--- src/rtl/palindromic_subsequence_count_macros.svh ---
// ----------------------------------------------------------------------------
// Palindromic subsequence counter assertion macros
// Shared concurrent assertion forms, clocked on clk_i, disabled in reset.
// ----------------------------------------------------------------------------
`ifndef PALINDROMIC_SUBSEQUENCE_COUNT_MACROS_SVH
`define PALINDROMIC_SUBSEQUENCE_COUNT_MACROS_SVH

// same-cycle implication
`define PSC_ASSERT_NOW(lbl, ante, cons, msg) \
  lbl: assert property (@(posedge clk_i) disable iff (!rst_ni) (ante) |-> (cons)) \
    else $error(msg);

// next-cycle implication
`define PSC_ASSERT_NEXT(lbl, ante, cons, msg) \
  lbl: assert property (@(posedge clk_i) disable iff (!rst_ni) (ante) |=> (cons)) \
    else $error(msg);

`endif

--- src/rtl/psc_pkg.sv ---
// ----------------------------------------------------------------------------
// psc_pkg
// Types shared by the palindromic subsequence counter modules.
// ----------------------------------------------------------------------------
package psc_pkg;

  localparam int unsigned SymW   = 8;
  localparam int unsigned CountW = 64;

  typedef struct packed {
    logic [SymW-1:0] symbol;
    logic            start_req;
  } psc_in_t;

  typedef struct packed {
    logic [CountW-1:0] count;
    logic              full_res;
  } psc_out_t;

  typedef enum logic [1:0] {
    PSC_IDLE,
    PSC_WALK,
    PSC_FINISH
  } psc_state_e;

  typedef struct packed {
    logic accept;
    logic step;
    logic load_out;
  } psc_cmd_t;

  typedef struct packed {
    logic full;
    logic empty;
    logic last;
  } psc_sts_t;

endpackage

--- src/rtl/psc_ctrl.sv ---
// ----------------------------------------------------------------------------
// psc_ctrl
// Sequencer: input transfer, column walk, result hand-off.
// ----------------------------------------------------------------------------
`include "palindromic_subsequence_count_macros.svh"

module psc_ctrl
  import psc_pkg::*;
(
  input  logic     clk_i,
  input  logic     rst_ni,
  input  logic     in_valid_i,
  output logic     in_ready_o,
  output logic     out_valid_o,
  input  logic     out_ready_i,
  output psc_cmd_t cmd_o,
  input  psc_sts_t sts_i
);

  psc_state_e state_q, state_d;
  logic       out_valid_q, out_valid_d;
  logic       out_free;

  assign out_free    = !out_valid_q || out_ready_i;
  assign out_valid_o = out_valid_q;

  always_ff @(posedge clk_i or negedge rst_ni) begin
    if (!rst_ni) begin
      state_q     <= PSC_IDLE;
      out_valid_q <= 1'b0;
    end else begin
      state_q     <= state_d;
      out_valid_q <= out_valid_d;
    end
  end

  always_comb begin
    state_d        = state_q;
    cmd_o          = '0;
    in_ready_o     = 1'b0;
    out_valid_d    = out_valid_q && !out_ready_i;
    case (state_q)
      PSC_IDLE: begin
        in_ready_o = 1'b1;
        if (in_valid_i) begin
          cmd_o.accept = 1'b1;
          if (sts_i.full || sts_i.empty) begin
            state_d = PSC_FINISH;
          end else begin
            state_d = PSC_WALK;
          end
        end
      end
      PSC_WALK: begin
        cmd_o.step = 1'b1;
        if (sts_i.last) begin
          state_d = PSC_FINISH;
        end
      end
      PSC_FINISH: begin
        if (out_free) begin
          cmd_o.load_out = 1'b1;
          out_valid_d    = 1'b1;
          state_d        = PSC_IDLE;
        end
      end
      default: begin
        state_d = PSC_IDLE;
      end
    endcase
  end

  `PSC_ASSERT_NOW(a_load_free, cmd_o.load_out, !out_valid_q || out_ready_i, "result overwritten")
  `PSC_ASSERT_NEXT(a_walk_entry, cmd_o.accept && !sts_i.full && !sts_i.empty, state_q == PSC_WALK, "walk not started")
  `PSC_ASSERT_NEXT(a_walk_exit, state_q == PSC_WALK && sts_i.last, state_q == PSC_FINISH, "walk overran")
  `PSC_ASSERT_NOW(a_out_drop, $fell(out_valid_q), $past(out_ready_i), "result lost")

endmodule

--- config.mk ---
export PLATFORM = sky130hd
export DESIGN_NAME = psc_ctrl
export DESIGN_NICKNAME = d
export VERILOG_FILES = /design/src/rtl/psc_pkg.sv /design/src/rtl/psc_ctrl.sv
export VERILOG_INCLUDE_DIRS = /design/src /design/src/rtl
export SDC_FILE = /design/constraint.sdc
export NUM_CORES = 1
export LEC_CHECK = 0
export ABC_AREA = 1
export BUFFER_PORTS_ARGS = -buffer_cell sky130_fd_sc_hd__buf_2
export CORE_AREA = 3 3 40 42
export DETAILED_ROUTE_END_ITERATION = 10
export DIE_AREA = 0 0 43 45
export PLACE_DENSITY_LB_ADDON = 0.25
export SETUP_SLACK_MARGIN = 0.3
export SLEW_MARGIN = 5
export SYNTH_ARGS = -nofsm -noshare
export SYNTH_HDL_FRONTEND = slang
export SYNTH_SLANG_ARGS = --single-unit
--- constraint.sdc ---
create_clock -name clk_i -period 0.9 [get_ports clk_i]
set_input_delay 0.135 -clock clk_i [delete_from_list [all_inputs] [get_ports clk_i]]
set_output_delay 0.135 -clock clk_i [all_outputs]
set_load 0.05 [all_outputs]
==> out/metrics.cfg <==
[outcome]
status = finished with violations
violations = negative setup slack

[critical_path]
crit_fanout = 5
crit_arrival_ns = 1.08
critPathLaunchType = flop
required_ns = 0.76
endpoint_kind = output pin
crit_type = flop to output pin
rrSetupSlack_ns = -0.19

[route]
firstDrtPassIters = 1
drcViolationCount = 0
wl_met2_um = 239
dr.max_layer_used = met3
wl_per_cell_um = 8.30
drt_wl_total_um = 523
wl_met3_um = 60
wl_met1_um = 223
via_per_inst = 3.67
drtIter0Drc = 0
num_vias = 231
ant_nets = 0

[die]
start_util_pct = 15.1
dieWidth_um = 43
num_rows = 13
dieArea_um2 = 1940
core-area_um2 = 1280
die_h_um = 45
pin_count = 12

[sta]
finalSetupTns_ns = -1.54
max_freq_mhz = 823
fin_ws_ns = -0.315
relSlewSlack_pct = 87.1
min_period_over_period_pct = 135
finClkSkew_ns = 0.00359
setup_viol = 7
period_needed_ns = 1.22
worstMarginPinSlew_ns = 0.193
report.final.slew_viol_count = 0
rsz0062_at_grt = yes
hold_violations = 0

[finish]
syn_to_final_growth_pct = 117
multi_input_area_um2 = 130
final-seq-area_um2 = 78.8
nNetsFinal = 56
layout-drive-gt1-share_pct = 75.0
nFillCells = 143
antenna_cells = 0

[placed_design]
place.port_buffers = 11
dpl.hpwl_um = 361
gp_congestion = 0.686
post-place-ws_ns = -0.180

[yosys]
yosysSeqAreaShare_pct = 38.7
syn-num-nets = 36
yosysMostFrequentCell = inv_1
yosys-top-cells-area = dfrtp_1, inv_1, nand2_1
synth-main-ff-cell = dfrtp_1
synth.distinct_cells = 11
synth_edf_count = 0
yosys_register_bits = 3
syn_inst = 29
ys_top_cells_by_count = inv_1, nand2_1, dfrtp_1, nor2_1, nor2_2
yosys.area.top_type = dfrtp_1
async_flop_share_pct = 100
ys_warn_count = 0
netlist_area_um2 = 194
synth_top_area_share_pct = 38.7
avgSynthCellArea_um2 = 6.69

[global_route]
grt_max_degree = 6
track_usage_pct = 6.01
antenna_found_initial = 0
grt_first_pass_wirelength_um = 807
grt_overflow = 0
first_global_vias = 224

[clock_tree]
htree_levels = 1
clk_latency_ns = 0.23
clock_tree.buffer_depth = 2
clk_pin_slew_ns = 0.04
numCtsBuffers = 3
tritoncts = yes
cts_root_buffer = clkbuf_4
cts_sinks = 3

[power]
leakage_nw = 0.199
peakVddDrop_v = 0.00219
power_density_nw_per_um2 = 3850
p_total_mw = 1.62

[run]
drv_cap = 0

[hold_path]
min_path_type = primary input to flop

layer usage:
metal	track usage, %	vias up
met5	0	-
met4	0	0
met3	5.98	0
met2	9.88	11
met1	5.83	100
li1	-	120
through the flow:
stage | cell area (µm²) | util [%] | cells | hold WS (ns)
CTS | 388 | 30.2 | 61 | 0.160
global route | 422 | 32.8 | 63 | 0.166
finish | 422 | 32.8 | 63 | 0.162
floorplan | 229 | - | 29 | -0.161
global placement | 310 | 24.1 | 56 | -0.0660
detailed placement | 310 | 24.1 | 56 | -0.0647
layout make-up:
type                    count  area share, %
inverters                   8           8.01
flip-flops and latches      3           18.7
multi-input cells          18           30.9
clock buffers               4           6.23
well taps                  15           4.45
repair buffers             15           31.8
sequential cells by signal, summed over array words and instances (netlist names):
signal and count:
out_valid_o 1, state_q 2
final timing paths:
kind | start | end | cells past startpoint
min in group asynchronous | rst_ni | state_q[0] | 2
max | state_q[1] | cmd_o[1] | 4
max in group asynchronous | rst_ni | out_valid_o | 2
max reg2reg | state_q[0] | state_q[1] | 7
min | sts_i[0] | state_q[0] | 4
min reg2reg | out_valid_o | out_valid_o | 3
logic make-up (layout without fill, tap and decap cells):
logic type	after synthesis	count (layout)	share of synthesized area [%]
AO/OA/AOI/OAI	2	2	7.10
buffers and inverters	8	27	15.5
flip-flops	3	3	38.7
AND/OR/NAND/NOR	16	16	38.7
power by group:
part	switching (mW)	internal, mW
Clock	0.0684	0.166
Combinational	0.630	0.444
Sequential	0.112	0.204
Total	0.811	0.814
critical path, cell delays in order (launching register included):
cell,delay [ns]
dfrtp_2,0.46
inv_2,0.05
nand2_2,0.09
clkinvlp_4,0.09
buf_8,0.15
layout by cell type (no fill, tap or decap):
cell type and n:
buf_2 6, nor2_1 1, nor3_4 1, clkbuf_1 1, inv_2 4, dfrtp_2 3, a21oi_1 1, nand2_2 3
nand2_1 4, buf_4 1, nand3_1 1, nor2_2 2, buf_6 5, nor2_4 3, clkinvlp_4 1, a21oi_2 1
clkbuf_4 3, dlygate4sd3_1 1, buf_8 2, inv_1 3, nand2_4 1
what timing repair did:
| action | in CTS | in global routing |
|---|---|---|
| gates resized for setup | 14 | 6 |
| hold endpoints to repair | 3 | 0 |
| hold buffers | 1 | 0 |
| setup endpoints to repair | 8 | 8 |
| buffers inserted | 0 | 2 |
| pin swaps | 0 | 3 |
No activity file was read; power rests on OpenSTA's default activity.
